[src/hw/rtl/lfu_pkg.sv]
`default_nettype none
package lfu_pkg;

    localparam int CAPACITY    = 8;
    localparam int KEY_CHARS   = 5;
    localparam int MAX_RESULTS = 8;

    localparam int KEY_W   = 40;
    localparam int COUNT_W = 16;
    localparam int KEY_BITS = KEY_CHARS * 8;
    localparam int IDX_W   = (CAPACITY > 1) ? $clog2(CAPACITY) : 1;
    localparam int OCC_W   = $clog2(CAPACITY + 1);
    localparam int DUMP_W  = $clog2(MAX_RESULTS + 1);

    localparam logic [KEY_W-1:0] KEY_MASK =
        (KEY_BITS >= KEY_W) ? {KEY_W{1'b1}} : ((KEY_W'(1) << KEY_BITS) - KEY_W'(1));
    localparam logic [COUNT_W-1:0] COUNT_MAX = {COUNT_W{1'b1}};

    typedef enum logic [1:0] {
        CMD_PRELOAD = 2'd0,
        CMD_ACCESS  = 2'd1,
        CMD_DUMP    = 2'd2,
        CMD_NONE    = 2'd3
    } command_t;

    typedef enum logic [2:0] {
        ST_HIT        = 3'd0,
        ST_INS_FREE   = 3'd1,
        ST_INS_EVICT  = 3'd2,
        ST_PRELOADED  = 3'd3,
        ST_REJECTED   = 3'd4,
        ST_DUMP_ENTRY = 3'd5,
        ST_DUMP_EMPTY = 3'd6
    } status_t;

    typedef struct packed {
        logic [1:0]         command;
        logic [KEY_W-1:0]   key;
        logic [COUNT_W-1:0] initial_count;
    } in_word_t;

    typedef struct packed {
        logic [2:0]         status;
        logic [KEY_W-1:0]   key_res;
        logic [COUNT_W-1:0] count;
        logic               last;
    } out_word_t;

    typedef struct packed {
        logic [KEY_W-1:0]   key;
        logic [COUNT_W-1:0] cnt;
    } entry_t;

    // ascending (count, key) order
    function automatic logic pair_less(input logic [COUNT_W-1:0] ca, input logic [KEY_W-1:0] ka,
                                       input logic [COUNT_W-1:0] cb, input logic [KEY_W-1:0] kb);
        return (ca < cb) || ((ca == cb) && (ka < kb));
    endfunction

endpackage
`default_nettype wire

[src/hw/rtl/lfu_cache_replacement.sv]
// preload and access: one pass over the entry memory from accept to result word
// (one read per cycle, registered read data)
// dump: one pass per emitted entry, plus a closing pass if fewer than MAX_RESULTS are found
// one command in flight at a time; the next word is accepted
// the cycle after the result word is registered
// reset: all entries invalid, capacity_in_use = 5; entry memory is not cleared
`default_nettype none
module lfu_cache_replacement
    import lfu_pkg::*;
(
    input  wire logic      clk,
    input  wire logic      rst_n,
    input  wire logic      in_valid,
    output logic           in_ready,
    input  wire in_word_t  in_data,
    output logic           out_valid,
    input  wire logic      out_ready,
    output out_word_t      out_data,
    input  wire logic      cfg_we,
    input  wire logic [3:0] cfg_wdata
);

    typedef enum logic [1:0] {
        S_IDLE,
        S_SCAN,
        S_DONE,
        S_FLUSH
    } state_t;

    state_t              state_reg;
    logic [3:0]          cap_reg;
    logic [CAPACITY-1:0] valid_reg;

    logic [1:0]          cmd_reg;
    logic [KEY_W-1:0]    cur_key_reg;
    logic [COUNT_W-1:0]  init_reg;

    logic [OCC_W-1:0]    issue_cnt_reg;
    logic                cmp_en_reg;
    logic [IDX_W-1:0]    cmp_idx_reg;

    logic                match_found_reg;
    logic [IDX_W-1:0]    match_idx_reg;
    logic [COUNT_W-1:0]  match_cnt_reg;

    logic                best_found_reg;
    logic [IDX_W-1:0]    best_idx_reg;
    logic [COUNT_W-1:0]  best_cnt_reg;
    logic [KEY_W-1:0]    best_key_reg;

    logic                have_prev_reg;
    logic [COUNT_W-1:0]  prev_cnt_reg;
    logic [KEY_W-1:0]    prev_key_reg;
    logic [DUMP_W-1:0]   dump_n_reg;

    logic                out_valid_reg;
    out_word_t           out_reg;

    entry_t              mem [CAPACITY];
    entry_t              rd_data_reg;
    logic [IDX_W-1:0]    rd_addr;

    logic                mem_we;
    logic [IDX_W-1:0]    mem_wa;
    entry_t              mem_wd;

    logic                accept;
    logic                out_free;
    logic                emit;
    out_word_t           out_next;

    logic                ent_live;
    logic                cand;
    logic                take;
    logic                hit;
    logic                scan_last;

    logic [OCC_W-1:0]    limit;
    logic [OCC_W-1:0]    occ;
    logic                full;
    logic [IDX_W-1:0]    free_idx;
    logic [COUNT_W-1:0]  inc_cnt;

    assign in_ready  = (state_reg == S_IDLE);
    assign accept    = in_valid && in_ready;
    assign out_valid = out_valid_reg;
    assign out_data  = out_reg;
    assign out_free  = !out_valid_reg || out_ready;
    assign rd_addr   = issue_cnt_reg[IDX_W-1:0];

    always_ff @(posedge clk)
    begin
        if (mem_we)
        begin
            mem[mem_wa] <= mem_wd;
        end
        rd_data_reg <= mem[rd_addr];
    end

    // capacity clamp, occupancy, lowest free slot and saturating hit count
    always_comb
    begin
        if (cap_reg == 4'd0)
        begin
            limit = OCC_W'(1);
        end
        else if (32'(cap_reg) > CAPACITY)
        begin
            limit = OCC_W'(CAPACITY);
        end
        else
        begin
            limit = OCC_W'(cap_reg);
        end
        occ  = OCC_W'($countones(valid_reg));
        full = (occ >= limit);
        free_idx = '0;
        for (int i = CAPACITY - 1; i >= 0; i--)
        begin
            if (!valid_reg[i])
            begin
                free_idx = IDX_W'(i);
            end
        end
        inc_cnt = (match_cnt_reg == COUNT_MAX) ? match_cnt_reg : match_cnt_reg + COUNT_W'(1);
    end

    // compare stage of the scan
    always_comb
    begin
        ent_live  = cmp_en_reg && valid_reg[cmp_idx_reg];
        hit       = ent_live && (rd_data_reg.key == cur_key_reg);
        cand      = ent_live && (!have_prev_reg ||
                    pair_less(prev_cnt_reg, prev_key_reg, rd_data_reg.cnt, rd_data_reg.key));
        take      = cand && (!best_found_reg ||
                    pair_less(rd_data_reg.cnt, rd_data_reg.key, best_cnt_reg, best_key_reg));
        scan_last = cmp_en_reg && (cmp_idx_reg == IDX_W'(CAPACITY - 1));
    end

    // finishing step of a command
    always_comb
    begin
        emit     = 1'b0;
        mem_we   = 1'b0;
        mem_wa   = '0;
        mem_wd   = '{key: cur_key_reg, cnt: COUNT_W'(1)};
        out_next = '{status: ST_HIT, key_res: cur_key_reg, count: '0, last: 1'b1};
        if (state_reg == S_DONE && out_free)
        begin
            case (command_t'(cmd_reg))
                CMD_PRELOAD:
                begin
                    emit = 1'b1;
                    if (match_found_reg || !full)
                    begin
                        mem_we   = 1'b1;
                        mem_wa   = match_found_reg ? match_idx_reg : free_idx;
                        mem_wd   = '{key: cur_key_reg, cnt: init_reg};
                        out_next = '{status: ST_PRELOADED, key_res: cur_key_reg,
                                     count: init_reg, last: 1'b1};
                    end
                    else
                    begin
                        out_next = '{status: ST_REJECTED, key_res: cur_key_reg,
                                     count: '0, last: 1'b1};
                    end
                end
                CMD_ACCESS:
                begin
                    emit   = 1'b1;
                    mem_we = 1'b1;
                    if (match_found_reg)
                    begin
                        mem_wa   = match_idx_reg;
                        mem_wd   = '{key: cur_key_reg, cnt: inc_cnt};
                        out_next = '{status: ST_HIT, key_res: cur_key_reg,
                                     count: inc_cnt, last: 1'b1};
                    end
                    else if (!full)
                    begin
                        mem_wa   = free_idx;
                        out_next = '{status: ST_INS_FREE, key_res: cur_key_reg,
                                     count: COUNT_W'(1), last: 1'b1};
                    end
                    else
                    begin
                        mem_wa   = best_found_reg ? best_idx_reg : '0;
                        out_next = '{status: ST_INS_EVICT, key_res: best_key_reg,
                                     count: COUNT_W'(1), last: 1'b1};
                    end
                end
                CMD_DUMP:
                begin
                    // the previous pass's entry goes out once we know whether more follow
                    if (best_found_reg)
                    begin
                        emit     = have_prev_reg;
                        out_next = '{status: ST_DUMP_ENTRY, key_res: prev_key_reg,
                                     count: prev_cnt_reg, last: 1'b0};
                    end
                    else if (have_prev_reg)
                    begin
                        emit     = 1'b1;
                        out_next = '{status: ST_DUMP_ENTRY, key_res: prev_key_reg,
                                     count: prev_cnt_reg, last: 1'b1};
                    end
                    else
                    begin
                        emit     = 1'b1;
                        out_next = '{status: ST_DUMP_EMPTY, key_res: '0, count: '0, last: 1'b1};
                    end
                end
                default:
                begin
                    emit = 1'b0;
                end
            endcase
        end
        else if (state_reg == S_FLUSH && out_free)
        begin
            emit     = 1'b1;
            out_next = '{status: ST_DUMP_ENTRY, key_res: prev_key_reg,
                         count: prev_cnt_reg, last: 1'b1};
        end
    end

    always_ff @(posedge clk or negedge rst_n)
    begin
        if (!rst_n)
        begin
            state_reg       <= S_IDLE;
            cap_reg         <= 4'd5;
            valid_reg       <= '0;
            issue_cnt_reg   <= '0;
            cmp_en_reg      <= 1'b0;
            cmp_idx_reg     <= '0;
            match_found_reg <= 1'b0;
            best_found_reg  <= 1'b0;
            have_prev_reg   <= 1'b0;
            dump_n_reg      <= '0;
            out_valid_reg   <= 1'b0;
        end
        else
        begin
            if (cfg_we)
            begin
                cap_reg <= cfg_wdata;
            end

            if (emit)
            begin
                out_reg       <= out_next;
                out_valid_reg <= 1'b1;
            end
            else if (out_ready)
            begin
                out_valid_reg <= 1'b0;
            end

            if (mem_we)
            begin
                valid_reg[mem_wa] <= 1'b1;
            end

            case (state_reg)
                S_IDLE:
                begin
                    if (accept && in_data.command != CMD_NONE)
                    begin
                        state_reg       <= S_SCAN;
                        cmd_reg         <= in_data.command;
                        cur_key_reg     <= in_data.key & KEY_MASK;
                        init_reg        <= in_data.initial_count;
                        issue_cnt_reg   <= '0;
                        cmp_en_reg      <= 1'b0;
                        match_found_reg <= 1'b0;
                        best_found_reg  <= 1'b0;
                        have_prev_reg   <= 1'b0;
                        dump_n_reg      <= '0;
                    end
                end
                S_SCAN:
                begin
                    cmp_en_reg  <= (32'(issue_cnt_reg) < CAPACITY);
                    cmp_idx_reg <= issue_cnt_reg[IDX_W-1:0];
                    if (32'(issue_cnt_reg) < CAPACITY)
                    begin
                        issue_cnt_reg <= issue_cnt_reg + OCC_W'(1);
                    end
                    if (hit)
                    begin
                        match_found_reg <= 1'b1;
                        match_idx_reg   <= cmp_idx_reg;
                        match_cnt_reg   <= rd_data_reg.cnt;
                    end
                    if (take)
                    begin
                        best_found_reg <= 1'b1;
                        best_idx_reg   <= cmp_idx_reg;
                        best_cnt_reg   <= rd_data_reg.cnt;
                        best_key_reg   <= rd_data_reg.key;
                    end
                    if (scan_last)
                    begin
                        state_reg  <= S_DONE;
                        cmp_en_reg <= 1'b0;
                    end
                end
                S_DONE:
                begin
                    if (out_free)
                    begin
                        if (cmd_reg == CMD_DUMP && best_found_reg)
                        begin
                            have_prev_reg  <= 1'b1;
                            prev_cnt_reg   <= best_cnt_reg;
                            prev_key_reg   <= best_key_reg;
                            dump_n_reg     <= dump_n_reg + DUMP_W'(1);
                            best_found_reg <= 1'b0;
                            issue_cnt_reg  <= '0;
                            cmp_en_reg     <= 1'b0;
                            if (32'(dump_n_reg) + 1 >= MAX_RESULTS)
                            begin
                                state_reg <= S_FLUSH;
                            end
                            else
                            begin
                                state_reg <= S_SCAN;
                            end
                        end
                        else
                        begin
                            state_reg <= S_IDLE;
                        end
                    end
                end
                S_FLUSH:
                begin
                    if (out_free)
                    begin
                        state_reg <= S_IDLE;
                    end
                end
                default:
                begin
                    state_reg <= S_IDLE;
                end
            endcase
        end
    end

endmodule
`default_nettype wire
[config.mk]
export PLATFORM = sky130hd
export DESIGN_NAME = lfu_cache_replacement
export DESIGN_NICKNAME = d
export VERILOG_FILES = /design/src/hw/rtl/lfu_pkg.sv /design/src/hw/rtl/lfu_cache_replacement.sv
export SDC_FILE = /design/constraint.sdc
export NUM_CORES = 1
export LEC_CHECK = 0
export ABC_CLOCK_PERIOD_IN_PS = 13100
export BUFFER_PORTS_ARGS = -buffer_cell sky130_fd_sc_hd__clkbuf_2
export CAP_MARGIN = 40
export CORE_ASPECT_RATIO = 1.75
export CORE_MARGIN = 3
export CORE_UTILIZATION = 52
export DETAILED_ROUTE_END_ITERATION = 8
export PLACE_DENSITY = 0.69
export RECOVER_POWER = 50
export SYNTH_ARGS = -nofsm -noshare
export SYNTH_HDL_FRONTEND = slang
export SYNTH_SLANG_ARGS = --single-unit
[constraint.sdc]
create_clock -name clk -period 13.1 [get_ports clk]
set_input_delay 1.31 -clock clk [delete_from_list [all_inputs] [get_ports clk]]
set_output_delay 1.31 -clock clk [all_outputs]
set_load 0.01 [all_outputs]
==> qor.log, run 1 <==
[die] Std-Cell Rows 122
[critical_path] Critical Setup Path Class flop to flop
[die] width of the chip 197 um
[clock_tree] number of gates resized after cts 0
[critical_path] critical path cell sequence clkbuf_1, nor2b_1, nand4_1, nor2_4, clkbuf_1, clkbuf_1
[timing] unrepaired setup endpoints after global routing no
[placed_design] final weighted congestion in routability-driven placement 0.857
[clock_tree] clock latency on the worst-skew pair 0.63 ns
[drt] antenna-violating nets left 0
[synthesis] Post-Syn Area 33200 um2
[timing] slew at the pin closest to its max-slew limit 3.58 ns
[critical_path] delay of the slowest cell on the worst path 1.86 ns
[critical_path] slowest cell on the critical path sky130_fd_sc_hd__clkbuf_1
[synthesis] Async SR Flop Fraction 3.82%
[synthesis] share of Yosys cell area claimed by the top area cell type 63.3%
[critical_path] worst reg2reg path depth 6
[grt] total grt overflow 0
[grt] pin count of the biggest net entering global routing 84
[drt] Remaining DRCs 0
[synthesis] number of synthesis warnings 0
[power_and_ir_drop] power density over cell area 204 nW/um2
[synthesis] sequential cell area fraction in the yosys report 68.9%
[drt] Iter 0 DRT Violations 1624
[grt] antenna violations before repair 0
[clock_tree] Clock Tree Root sky130_fd_sc_hd__clkbuf_16
[grt] wire length of the first global-routing pass 125000 um
[finish] final instance count without filler cells 3096
[clock_tree] number of setup buffers added after CTS 0
[timing] slew margin rel. -139%
[critical_path] cell type group with the largest total delay on the critical path buffers and inverters
[run] Max-Cap Viols 11
[clock_tree] Sinks on Clock Net 786
[placed_design] detailed placer's ending HPWL 54800 um
[synthesis] number of synthesized flops with an enable pin 700
[die] ports placed on the boundary 129
[outcome] result of the run finished with violations
[synthesis] dominant cell type by area after synthesis sky130_fd_sc_hd__edfxtp_1
[finish] commonest non-fill, non-tap cell in the layout sky130_fd_sc_hd__edfxtp_1
[power_and_ir_drop] standby leakage power 13.7 nW
[synthesis] biggest area contributors in the synthesized netlist sky130_fd_sc_hd__edfxtp_1, sky130_fd_sc_hd__mux4_2, sky130_fd_sc_hd__ha_1
[synthesis] most instantiated flip-flop cell in the synthesis netlist sky130_fd_sc_hd__edfxtp_1
[power_and_ir_drop] post-layout power 7.70 mW
[synthesis] cell count after synthesis 2058
[clock_tree] CTS Hold Bufs 0
[timing] fin worst setup slack 6.02 ns
[timing] maximum frequency from static timing analysis 0.141 GHz
[clock_tree] clock buffer depth 3
[finish] diode insertion count for antenna repair 0
[placed_design] Post-Place Setup Slack 6.17 ns
[finish] commonest cells after routing, fill and taps aside sky130_fd_sc_hd__edfxtp_1, sky130_fd_sc_hd__nand2_1, sky130_fd_sc_hd__inv_1
[drt] Detailed Routing Iterations Pass 1 6
[finish] Final Net Count 2423
[drt] Avg WL per Cell 26.9 um
[timing] final worst path period need 7.08 ns
[clock_tree] cts bufs inserted 72
[grt] vias in the first global route 19923
[critical_path] kind of start point of the critical path flop
[finish] Area growth syn-to-layout 13.4%
[clock_tree] count of H-tree levels built during CTS 3
[drt] number of vias after detailed routing 18979
[power_and_ir_drop] Max rail drop VDD 149 uV
[die] Chip Height 340 um
[critical_path] Critical Path AT 7.27 ns
[critical_path] largest driver fanout on the critical path 50
[finish] flip-flop count of the largest register after layout 448
[timing] worst-case clock skew 0.0254 ns
[placed_design] cell count after placement 2962
[clock_tree] CTS tree built
[outcome] violations in the final reports max-capacitance violations, max-slew violations
[finish] ratio of cells with drive above 1 in the final layout 20.3%
[drt] ratio of routed vias to standard cells 6.13
[timing] Final Cycle Share 54.1%
[hold_path] path type of the worst min-delay path flop to flop
[drt] detailed-route wire length 83200 um
[timing] setup total negative slack 0 ns
[critical_path] critical path required time 13.29 ns
[placed_design] buffers added on ports 128
[timing] number of max-slew violations in the final report 359
[critical_path] WP depth 6
[critical_path] most frequent CP cell sky130_fd_sc_hd__clkbuf_1
[die] initial standard-cell utilization of the core 52.6%
[timing] number of endpoints with negative hold slack in the final report 0
[critical_path] count of buffer and inverter cells on the critical path 3
[synthesis] number of distinct library cells after synthesis 67
[synthesis] syn_area_per_cell 16.1 um2
[die] area of the core 63200 um2
[timing] final-report setup violation count 0
[grt] GRT Overall Usage 25.2%
[synthesis] synthesis-stage register bit count 786
[die] DIE AREA 67100 um2
[critical_path] Worst setup EP type flop
[hold_path] worst hold path cell count 0
[synthesis] post-synth net total 2250
[clock_tree] clock slew seen by the registers of the worst setup and hold paths 0.06 ns
[timing] hold slack 0.447 ns
==> synthesized netlist by cell type, types with 5 or more instances <==
cell type	number
sky130_fd_sc_hd__buf_1	19
sky130_fd_sc_hd__o211ai_1	5
sky130_fd_sc_hd__nand3_1	20
sky130_fd_sc_hd__a21o_1	28
sky130_fd_sc_hd__nand2_1	149
sky130_fd_sc_hd__clkbuf_1	54
sky130_fd_sc_hd__inv_1	139
sky130_fd_sc_hd__a211oi_1	7
sky130_fd_sc_hd__nor3_1	14
sky130_fd_sc_hd__a32o_1	9
sky130_fd_sc_hd__xnor2_1	21
sky130_fd_sc_hd__a222oi_1	8
sky130_fd_sc_hd__a22o_1	42
sky130_fd_sc_hd__mux2_2	104
sky130_fd_sc_hd__mux4_2	114
sky130_fd_sc_hd__nor2b_1	8
sky130_fd_sc_hd__a21oi_1	79
sky130_fd_sc_hd__nand4_1	28
sky130_fd_sc_hd__nand2b_1	9
sky130_fd_sc_hd__nor2_1	49
sky130_fd_sc_hd__ha_1	121
sky130_fd_sc_hd__nor4_1	13
sky130_fd_sc_hd__dfrtp_1	28
sky130_fd_sc_hd__edfxtp_1	700
sky130_fd_sc_hd__dfxtp_1	56
sky130_fd_sc_hd__o21ai_0	117
sky130_fd_sc_hd__buf_2	9
sky130_fd_sc_hd__xor2_1	32
==> where the power goes <==
group	switching [mW]	internal (mW)
Clock	0.959	1.36
Sequential	0.309	2.99
Combinational	1.15	0.933
Total	2.42	5.28
==> per-stage QoR <==
step / util, % / instance area (um2)
3_5_place_dp: 55.8 / 35300
5_1_grt: 59.6 / 37700
4_1_cts: 59.9 / 37900
6_report: 59.6 / 37700
2_1_floorplan: - / 33200
3_3_place_gp: 55.3 / 35000
==> cell type report <==
type / instances / area [um2]
fill: 4750 / 25500
sequential: 786 / 22900
clock buffer: 84 / 1880
tap: 806 / 1010
inverter: 139 / 522
multi-input combinational: 1051 / 9610
clock inverter: 49 / 727
timing repair buffer: 181 / 1020
==> per-layer routing <==
| metal | track usage [%] | wire length, um | vias up |
|---|---|---|---|
| li1 | - | - | 8305 |
| met1 | 29.5 | 29600 | 9760 |
| met2 | 46.3 | 45500 | 729 |
| met3 | 3.28 | 4620 | 185 |
| met4 | 11.0 | 3410 | 0 |
| met5 | 0 | 0 | - |
==> worst paths after layout <==
check,from,end,slack (ns)
max in group asynchronous,rst_n,issue_cnt_reg[1]$_DFFE_PN0P_,10.62
setup reg to reg,cmd_reg[0]$_DFFE_PP_,prev_key_reg[7]$_DFFE_PP_,6.02
setup / recovery,cmd_reg[0]$_DFFE_PP_,prev_key_reg[7]$_DFFE_PP_,6.02
hold / removal,best_cnt_reg[9]$_DFFE_PP_,prev_cnt_reg[9]$_DFFE_PP_,0.45
min in group asynchronous,rst_n,cap_reg[3]$_DFFE_PN0P_,1.23
hold reg to reg,best_cnt_reg[9]$_DFFE_PP_,prev_cnt_reg[9]$_DFFE_PP_,0.45
==> logic make-up (layout without fill, tap and decap cells) <==
family / Yosys count / in the layout / synth area share [%]
fa+ha+maj: 125 / 125 / 4.80
simple gates: 316 / 316 / 4.45
buf+inv: 221 / 453 / 2.53
compound gates: 336 / 336 / 6.58
xor+xnor: 53 / 53 / 1.40
flops: 786 / 786 / 68.9
mux: 221 / 221 / 11.3
Power figures use the tool's default switching activity.
==> run 2, diff against run 1 <==
--- a/config.mk
+++ b/config.mk
@@ -5,14 +5,15 @@
 export SDC_FILE = /design/constraint.sdc
 export NUM_CORES = 1
 export LEC_CHECK = 0
-export ABC_CLOCK_PERIOD_IN_PS = 13100
+export ABC_AREA = 1
+export ABC_CLOCK_PERIOD_IN_PS = 6000
 export BUFFER_PORTS_ARGS = -buffer_cell sky130_fd_sc_hd__clkbuf_2
 export CAP_MARGIN = 40
 export CORE_ASPECT_RATIO = 1.75
 export CORE_MARGIN = 3
 export CORE_UTILIZATION = 52
 export DETAILED_ROUTE_END_ITERATION = 8
-export PLACE_DENSITY = 0.69
+export PLACE_DENSITY = 0.72
 export RECOVER_POWER = 50
 export SYNTH_ARGS = -nofsm -noshare
 export SYNTH_HDL_FRONTEND = slang
==> constraint.sdc (replaced) <==
create_clock -name clk -period 6 [get_ports clk]
set_input_delay 0.6 -clock clk [delete_from_list [all_inputs] [get_ports clk]]
set_output_delay 0.6 -clock clk [all_outputs]
set_load 0.01 [all_outputs]
==> run 2 against run 1 <==
  * The flow still finishes with violations (max-capacitance violations, max-slew violations)
  * Largest power group unchanged
  * First-iteration DRC count grew 31%
  * Register-to-register slack lost 5.6 ns
  * Via count grew 26%
  * Clock skew grew 0.0046 ns
  * Sequential share of layout area shrank 0.91 points
  * Non-clock buffer count shrank 6
  * Clock power grew 110%
  * Worst setup slack lost 5.6 ns
  * Hold slack lost 0.31 ns
  * Critical path type unchanged
  * Maximum frequency grew 26%
  * Utilization shrank 0.44 points
==> qor.log, run 2 <==
[outcome] result of the run finished with violations
[outcome] violations in the final reports max-capacitance violations, max-slew violations
[die] initial standard-cell utilization of the core 52.7% [+0.11 points]
[hold_path] worst hold path cell count 1 [+1]
[power_and_ir_drop] Max rail drop VDD 258 uV [+73%]
[synthesis] cell count after synthesis 3028 [+47%]
[grt] most heavily used metal layer in global routing met2
[die] width of the chip 199 um [+1.2%]
[timing] slew at the pin closest to its max-slew limit 2.20 ns [-1.38 ns]
[clock_tree] Clock Tree Root sky130_fd_sc_hd__clkbuf_16
[finish] commonest cells after routing, fill and taps aside sky130_fd_sc_hd__edfxtp_1, sky130_fd_sc_hd__nor2_1, sky130_fd_sc_hd__nand2_1
[drt] Iter 0 DRT Violations 2127 [+31%]
[timing] unrepaired setup endpoints after global routing no
[timing] slew margin rel. -46.7% [+92 points]
[timing] number of endpoints with negative hold slack in the final report 0 [unchanged]
[power_and_ir_drop] power density over cell area 282 nW/um2 [+38%]
[clock_tree] clock slew seen by the registers of the worst setup and hold paths 0.06 ns [about the same]
[synthesis] synthesis-stage register bit count 786 [unchanged]
[drt] antenna-violating nets left 0 [unchanged]
[placed_design] detailed placer's ending HPWL 59300 um [+8.3%]
[drt] Avg WL per Cell 23.4 um [-13%]
[critical_path] Critical Path AT 5.87 ns [-1.40 ns]
[placed_design] Post-Place Setup Slack 0.524 ns [-5.65 ns]
[synthesis] Post-Syn Area 34100 um2 [+2.5%]
[synthesis] most instantiated flip-flop cell in the synthesis netlist sky130_fd_sc_hd__edfxtp_1
[clock_tree] Sinks on Clock Net 786 [unchanged]
[timing] final worst path period need 5.61 ns [-1.47 ns]
[timing] fin worst setup slack 0.393 ns [-5.63 ns]
[timing] hold slack 0.136 ns [-0.310 ns]
[finish] count of filler cells inserted in the layout 5129 [+8.0%]
[synthesis] top post-synthesis cells by count sky130_fd_sc_hd__edfxtp_1, sky130_fd_sc_hd__nor2_1, sky130_fd_sc_hd__nand2_1
[drt] ratio of routed vias to standard cells 5.95 [-2.9%]
[power_and_ir_drop] post-layout power 10.8 mW [+40%]
[placed_design] buffers added on ports 128 [unchanged]
[grt] total grt overflow 0 [unchanged]
[die] ports placed on the boundary 129 [unchanged]
[die] DIE AREA 68700 um2 [+2.4%]
[drt] Remaining DRCs 0 [unchanged]
[die] area of the core 64600 um2 [+2.3%]
[hold_path] path type of the worst min-delay path primary input to flop
[power_and_ir_drop] standby leakage power 14.3 nW [+4.5%]
[grt] antenna violations before repair 1 [+1]
[clock_tree] cts bufs inserted 73 [+1.4%]
[die] Chip Height 345 um [+1.2%]
[synthesis] biggest area contributors in the synthesized netlist sky130_fd_sc_hd__edfxtp_1, sky130_fd_sc_hd__nor2_1, sky130_fd_sc_hd__o21ai_0
[drt] Detailed Routing Iterations Pass 1 6 [unchanged]
[critical_path] worst reg2reg path depth 23 [+17]
[finish] diode insertion count for antenna repair 0 [unchanged]
[timing] number of max-slew violations in the final report 179 [-50%]
[clock_tree] CTS tree built
[grt] met1 Track Usage GR 31.4% [+1.9 points]
[synthesis] number of synthesized flops with an enable pin 700 [unchanged]
[critical_path] kind of start point of the critical path flop
[finish] flip-flop count of the largest register after layout 448 [unchanged]
[timing] final-report setup violation count 0 [unchanged]
[synthesis] dominant cell type by area after synthesis sky130_fd_sc_hd__edfxtp_1
[finish] Final Core Density 59.2% [-0.44 points]
[clock_tree] count of H-tree levels built during CTS 3 [unchanged]
[clock_tree] clock buffer depth 3 [unchanged]
[run] Max-Cap Viols 5 [-6]
[synthesis] Async SR Flop Fraction 3.82% [unchanged]
[synthesis] most frequently used cell type in the post-synthesis netlist sky130_fd_sc_hd__edfxtp_1
[finish] Final Net Count 3339 [+38%]
[grt] met3 Use GR 3.98% [+0.70 points]
[die] Std-Cell Rows 123 [+0.82%]
[synthesis] number of distinct library cells after synthesis 42 [-37%]
[synthesis] syn_area_per_cell 11.2 um2 [-30%]
[critical_path] Critical Setup Path Class flop to flop
[grt] grt met2 use 48.0% [+1.7 points]
[drt] number of vias after detailed routing 23928 [+26%]
[timing] Final Cycle Share 93.4% [+39 points]
[finish] commonest non-fill, non-tap cell in the layout sky130_fd_sc_hd__edfxtp_1
[grt] GRT Overall Usage 27.4% [+2.1 points]
[critical_path] critical path required time 6.26 ns [-7.03 ns]
[grt] wire length of the first global-routing pass 141000 um [+13%]
[grt] pin count of the biggest net entering global routing 120 [+43%]
[grt] vias in the first global route 24346 [+22%]
[synthesis] number of synthesis warnings 0 [unchanged]
[timing] maximum frequency from static timing analysis 0.178 GHz [+26%]
[drt] detailed-route wire length 94300 um [+13%]
[synthesis] share of Yosys cell area claimed by the top area cell type 61.7% [-1.5 points]
[critical_path] largest driver fanout on the critical path 27 [-46%]
[finish] Area growth syn-to-layout 12.3%
[synthesis] post-synth net total 3220 [+43%]
[critical_path] Worst setup EP type flop
[placed_design] final weighted congestion in routability-driven placement 0.903 [+5.3%]
[timing] worst-case clock skew 0.0300 ns [+0.00457 ns]
[clock_tree] clock latency on the worst-skew pair 0.65 ns [+0.02 ns]
[finish] ratio of cells with drive above 1 in the final layout 7.73% [-13 points]
[synthesis] sequential cell area fraction in the yosys report 67.2% [-1.7 points]
[run 2: final cells by class]
type	count	area (um2)	area share, %
clock inverter	33	400	1.05
sequential	786	22900	59.9
clock buffer	103	2120	5.55
multi-input combinational	1819	9580	25.1
tap	812	1020	2.66
timing repair buffer	175	1110	2.92
inverter	292	1100	2.89
[run 2: metal layers]
layer  share of wire (%)  vias to the layer above
met2                  51                     1122
met1                  36                    11647
met3                 6.9                      324
met5               0.014                        -
met4                 6.7                        2
li1                    -                    10833
[run 2: power by group]
| group | internal (mW) | switching (mW) |
|---|---|---|
| sequential | 5.88 | 0.00141 |
| combinational | 0.0199 | 0.0209 |
| clock | 2.80 | 2.07 |
| total | 8.70 | 2.09 |
[run 2: through the flow]
stage / setup TNS, ns / area [um2] / std cells
floorplan: -153.78 / 34100 / 3028
global placement: 0 / 35700 / 3873
detailed placement: 0 / 35900 / 3882
CTS: 0 / 38400 / 4018
global route: 0 / 38200 / 4020
finish: 0 / 38200 / 4020
[run 2: final timing paths]
kind	start	endpoint	slack, ns
hold / removal	in_data[38]	cur_key_reg[22]$_DFFE_PP_	0.14
setup / recovery	valid_reg[0]$_DFFE_PN0P_	mem[6][29]$_DFFE_PP_	0.39
setup reg to reg	valid_reg[0]$_DFFE_PN0P_	mem[6][29]$_DFFE_PP_	0.39
min in group asynchronous	rst_n	issue_cnt_reg[3]$_DFFE_PN0P_	1.10
hold reg to reg	best_key_reg[16]$_DFFE_PP_	prev_key_reg[16]$_DFFE_PP_	0.43
max in group asynchronous	rst_n	issue_cnt_reg[0]$_DFFE_PN0P_	3.59
[run 2: cell families after synthesis]
family | count (synthesis) | share of synthesized area [%]
and+or+nand+nor | 936 | 10.9
xor gates and xnor gates | 34 | 0.874
AOI/OAI and AO/OA | 724 | 11.6
buffers and inverters | 423 | 4.73
adders and majority gates | 125 | 4.68
DFF | 786 | 67.2
[run 2: critical path, cell delays in order, from the launching register on]
cell	delay, ns
sky130_fd_sc_hd__dfrtp_1	0.39
sky130_fd_sc_hd__inv_1	0.09
sky130_fd_sc_hd__fa_1	0.55
sky130_fd_sc_hd__fa_1	0.43
sky130_fd_sc_hd__fa_1	0.44
sky130_fd_sc_hd__inv_1	0.06
sky130_fd_sc_hd__ha_1	0.16
sky130_fd_sc_hd__inv_1	0.06
sky130_fd_sc_hd__fa_1	0.48
sky130_fd_sc_hd__inv_1	0.05
sky130_fd_sc_hd__ha_1	0.30
sky130_fd_sc_hd__inv_1	0.06
sky130_fd_sc_hd__o21bai_1	0.06
sky130_fd_sc_hd__nand3_1	0.08
sky130_fd_sc_hd__nand3_2	0.11
sky130_fd_sc_hd__nand2_2	0.27
sky130_fd_sc_hd__nand2_2	0.22
sky130_fd_sc_hd__or2_0	0.25
sky130_fd_sc_hd__nand2_1	0.08
sky130_fd_sc_hd__nand2_1	0.11
sky130_fd_sc_hd__inv_1	0.15
sky130_fd_sc_hd__nand2_1	0.18
sky130_fd_sc_hd__nor2_4	0.17
sky130_fd_sc_hd__buf_4	0.46
[run 2: timing repair]
item	4_1_cts	5_1_grt
endpoints found under the setup margin	0	0
resized for setup	0	0
endpoints found under the hold margin	0	28
hold buffers	0	1
buffers inserted	0	0
==> run 3, diff against run 2 <==
--- a/config.mk
+++ b/config.mk
@@ -9,9 +9,10 @@
 export ABC_CLOCK_PERIOD_IN_PS = 6000
 export BUFFER_PORTS_ARGS = -buffer_cell sky130_fd_sc_hd__clkbuf_2
 export CAP_MARGIN = 40
-export CORE_ASPECT_RATIO = 1.75
+export CORE_ASPECT_RATIO = 0.9
 export CORE_MARGIN = 3
 export CORE_UTILIZATION = 52
+export CTS_CLUSTER_SIZE = 25
 export DETAILED_ROUTE_END_ITERATION = 8
 export PLACE_DENSITY = 0.72
 export RECOVER_POWER = 50
==> run 3 against run 2 <==
  * The run still ends with max-capacitance violations, max-slew violations left
  * Clock power grew 2%
  * Power up 0.88%
  * Count of clock-buffer cells in the layout is 1 lower
  * Hold slack improved by 0.0031 ns
  * Worst setup slack improved by 0.015 ns
  * Utilization up 0.20 points
  * Final cell count rose by 1.4%
  * First-iteration DRC count up 29%
  * Register-to-register slack barely moved
  * Cell area about the same
  * Sequential power is essentially flat
  * Highest routed layer is now met4
==> qor.log, run 3 (synthesis gave the netlist of run 2 again) <==
[outcome] result of the run finished with violations
[outcome] violations in the final reports max-capacitance violations, max-slew violations
[timing] maximum frequency from static timing analysis 0.179 GHz [+0.26%]
[timing] slew margin rel. -79.2% [-33 points]
[drt] Remaining DRCs 0 [unchanged]
[critical_path] critical path required time 6.25 ns [about the same]
[grt] vias in the first global route 23551 [-3.3%]
[critical_path] Critical Setup Path Class flop to flop
[timing] hold slack 0.139 ns [+0.00312 ns]
[drt] Avg WL per Cell 22.0 um [-6.2%]
[drt] metal2 WL 41600 um [-13%]
[timing] number of endpoints with negative hold slack in the final report 0 [unchanged]
[clock_tree] number of setup buffers added after CTS 0 [unchanged]
[timing] Final Cycle Share 93.2% [-0.25 points]
[finish] Final Core Density 59.4% [+0.20 points]
[grt] wire length of the first global-routing pass 137000 um [-2.8%]
[timing] slew at the pin closest to its max-slew limit 2.69 ns [+0.488 ns]
[finish] post-route cell area 38200 um2 [about the same]
[power_and_ir_drop] standby leakage power 14.3 nW [+0.14%]
[die] Std-Cell Rows 88 [-28%]
[finish] ratio of cells with drive above 1 in the final layout 7.64% [-0.093 points]
[clock_tree] CTS tree built
[power_and_ir_drop] switching share of total power 19.2% [-0.16 points]
[drt] Iter 0 DRT Violations 2748 [+29%]
[critical_path] reg-to-reg critical path startpoint valid_reg[0]$_DFFE_PN0P_
[placed_design] area post-placement 35900 um2 [-0.16%]
[finish] commonest non-fill, non-tap cell in the layout sky130_fd_sc_hd__edfxtp_1
[timing] final worst path period need 5.59 ns [-0.0147 ns]
[power_and_ir_drop] power density over cell area 285 nW/um2 [+0.89%]
[die] DIE AREA 68600 um2 [-0.17%]
[drt] M1 WL 36600 um [+9.1%]
[clock_tree] clock slew seen by the registers of the worst setup and hold paths 0.07 ns [about the same]
[drt] wire length on met3 8340 um [+29%]
[drt] ratio of routed vias to standard cells 5.90 [-0.88%]
[die] Chip Height 249 um [-28%]
[clock_tree] cts bufs inserted 81 [+11%]
[critical_path] worst reg2reg path depth 23 [unchanged]
[finish] commonest cells after routing, fill and taps aside sky130_fd_sc_hd__edfxtp_1, sky130_fd_sc_hd__nor2_1, sky130_fd_sc_hd__nand2_1
[timing] setup total negative slack 0 ns [unchanged]
[hold_path] worst hold path cell count 1 [unchanged]
[hold_path] worst-case hold path end point cur_key_reg[30]$_DFFE_PP_
[placed_design] detailed placer's ending HPWL 56600 um [-4.5%]
[drt] number of vias after detailed routing 24053 [+0.52%]
[critical_path] most frequent CP cell sky130_fd_sc_hd__inv_1
[die] area of the core 64400 um2 [-0.35%]
[power_and_ir_drop] part of the power in the clock network 45.6% [+0.4 points]
[finish] count of filler cells inserted in the layout 5070 [-1.2%]
[timing] final-report setup violation count 0 [unchanged]
[clock_tree] clock buffer depth 3 [unchanged]
[finish] Area growth syn-to-layout 12.3% [about the same]
[clock_tree] clock latency on the worst-skew pair 0.63 ns [-0.02 ns]
[power_and_ir_drop] Logic pwr share 0.4% [about the same]
[clock_tree] Clock Tree Root sky130_fd_sc_hd__clkbuf_16
[finish] multi-input combinational cell area 9570 um2 [-0.12%]
[critical_path] cell type group with the largest total delay on the critical path adder cells
[grt] total grt overflow 0 [unchanged]
[critical_path] Critical Path AT 5.84 ns [-0.03 ns]
[clock_tree] CTS Hold Bufs 0 [unchanged]
[timing] number of max-slew violations in the final report 219 [+22%]
[critical_path] count of buffer and inverter cells on the critical path 8 [+1]
[drt] antenna-violating nets left 0 [unchanged]
[power_and_ir_drop] post-layout power 10.9 mW [+0.88%]
[critical_path] R2R setup slack 0.41 ns [about the same]
[die] width of the chip 276 um [+38%]
[critical_path] largest driver fanout on the critical path 29 [+7.4%]
[critical_path] critical path cell sequence inv_1, fa_1, fa_1, fa_1, inv_1, ha_1, inv_1, fa_1, inv_1, ha_1, inv_1, o21bai_1, nand3_1, nand3_2, nand4_1, nand2_1, nor2_1, nor2_1, nand2_1, inv_1, nand3_1, inv_2, buf_4
[die] initial standard-cell utilization of the core 52.9% [+0.18 points]
[critical_path] FF-to-FF End mem[3][23]$_DFFE_PP_
[placed_design] final weighted congestion in routability-driven placement 0.904 [+0.14%]
[power_and_ir_drop] Max rail drop VDD 289 uV [+12%]
[critical_path] kind of start point of the critical path flop
[finish] register area 22900 um2 [unchanged]
[grt] antenna violations before repair 2 [+1]
[drt] detailed-route wire length 89700 um [-4.9%]
[drt] Detailed Routing Iterations Pass 1 7 [+1]
[die] ports placed on the boundary 129 [unchanged]
[critical_path] Worst setup EP type flop
[grt] GRT Overall Usage 25.9% [-1.4 points]
[critical_path] delay of the slowest cell on the worst path 0.56 ns [about the same]
[timing] worst-case clock skew 0.0292 ns [-0.000708 ns]
[power_and_ir_drop] Int Power 8.79 mW [+1.1%]
[clock_tree] Sinks on Clock Net 786 [unchanged]
[grt] pin count of the biggest net entering global routing 109 [-9.2%]
[critical_path] slowest cell on the critical path sky130_fd_sc_hd__fa_1
[clock_tree] number of gates resized after cts 0 [unchanged]
[finish] Final Net Count 3348 [+0.27%]
[hold_path] path type of the worst min-delay path primary input to flop
[placed_design] buffers added on ports 128 [unchanged]
[power_and_ir_drop] sw power 2.09 mW [about the same]
[hold_path] Hold Path Origin in_data[46]
[timing] unrepaired setup endpoints after global routing no
[power_and_ir_drop] Sequential Power Share 54.0% [-0.5 points]
[run] Max-Cap Viols 7 [+2]
[finish] flip-flop count of the largest register after layout 448 [unchanged]
[drt] uppermost signal routing layer after detailed routing met4
[clock_tree] count of H-tree levels built during CTS 3 [unchanged]
[run 3: layout make-up]
class / count / area share, %
flip-flops and latches: 786 / 59.9
multi-input cells: 1819 / 25.0
clock buffers: 102 / 5.64
inverters: 292 / 2.89
well taps: 855 / 2.80
repair buffers: 176 / 2.61
clock inverters: 46 / 1.15
diodes: 1 / 0.00654
[run 3: worst max-delay path by stage]
stage | depth (start not counted) | start | slack [ns] | endpoint
2_1_floorplan | 22 | valid_reg[0]$_DFFE_PN0P_ | -0.69 | mem[6][0]$_DFFE_PP_
3_3_place_gp | 23 | valid_reg[3]$_DFFE_PN0P_ | 0.70 | mem[3][23]$_DFFE_PP_
3_5_place_dp | 23 | valid_reg[3]$_DFFE_PN0P_ | 0.57 | mem[3][27]$_DFFE_PP_
4_1_cts | 23 | valid_reg[0]$_DFFE_PN0P_ | 0.53 | mem[3][23]$_DFFE_PP_
5_1_grt | 23 | valid_reg[0]$_DFFE_PN0P_ | 0.09 | mem[3][23]$_DFFE_PP_
6_report | 23 | valid_reg[0]$_DFFE_PN0P_ | 0.41 | mem[3][23]$_DFFE_PP_
[run 3: worst reg2reg max path: cells and delay by family (launching register included)]
kind / cells / cell delay (ns)
simple gates: 8 / 1.07
flops: 1 / 0.38
fa+ha+maj: 6 / 2.37
buf+inv: 8 / 1.26
compound gates: 1 / 0.12
[run 3: per-stage QoR]
| step | cells | setup slack [ns] |
|---|---|---|
| 3_5_place_dp | 3928 | 0.570 |
| 3_3_place_gp | 3920 | 0.697 |
| 5_1_grt | 4076 | 0.0895 |
| 2_1_floorplan | 3028 | -0.691 |
| 4_1_cts | 4076 | 0.528 |
| 6_report | 4077 | 0.408 |
[run 3: routing by layer]
layer | GRT usage, % | up-vias
met5 | 0 | -
met4 | 9.14 | 0
met3 | 4.00 | 205
met2 | 40.6 | 1259
met1 | 37.1 | 11716
li1 | - | 10873
[run 3: power groups by stage]
| stage | clock (mW) | combinational, mW | sequential (mW) |
|---|---|---|---|
| finish | 4.97 | 0.0410 | 5.88 |
| global route | 5.23 | 0.0463 | 5.88 |
| CTS | 5.03 | 0.0429 | 5.88 |
| detailed placement | 0 | 0.0428 | 6.00 |
| global placement | 0 | 0.0401 | 6.00 |
| floorplan | 0 | 0.0105 | 6.00 |
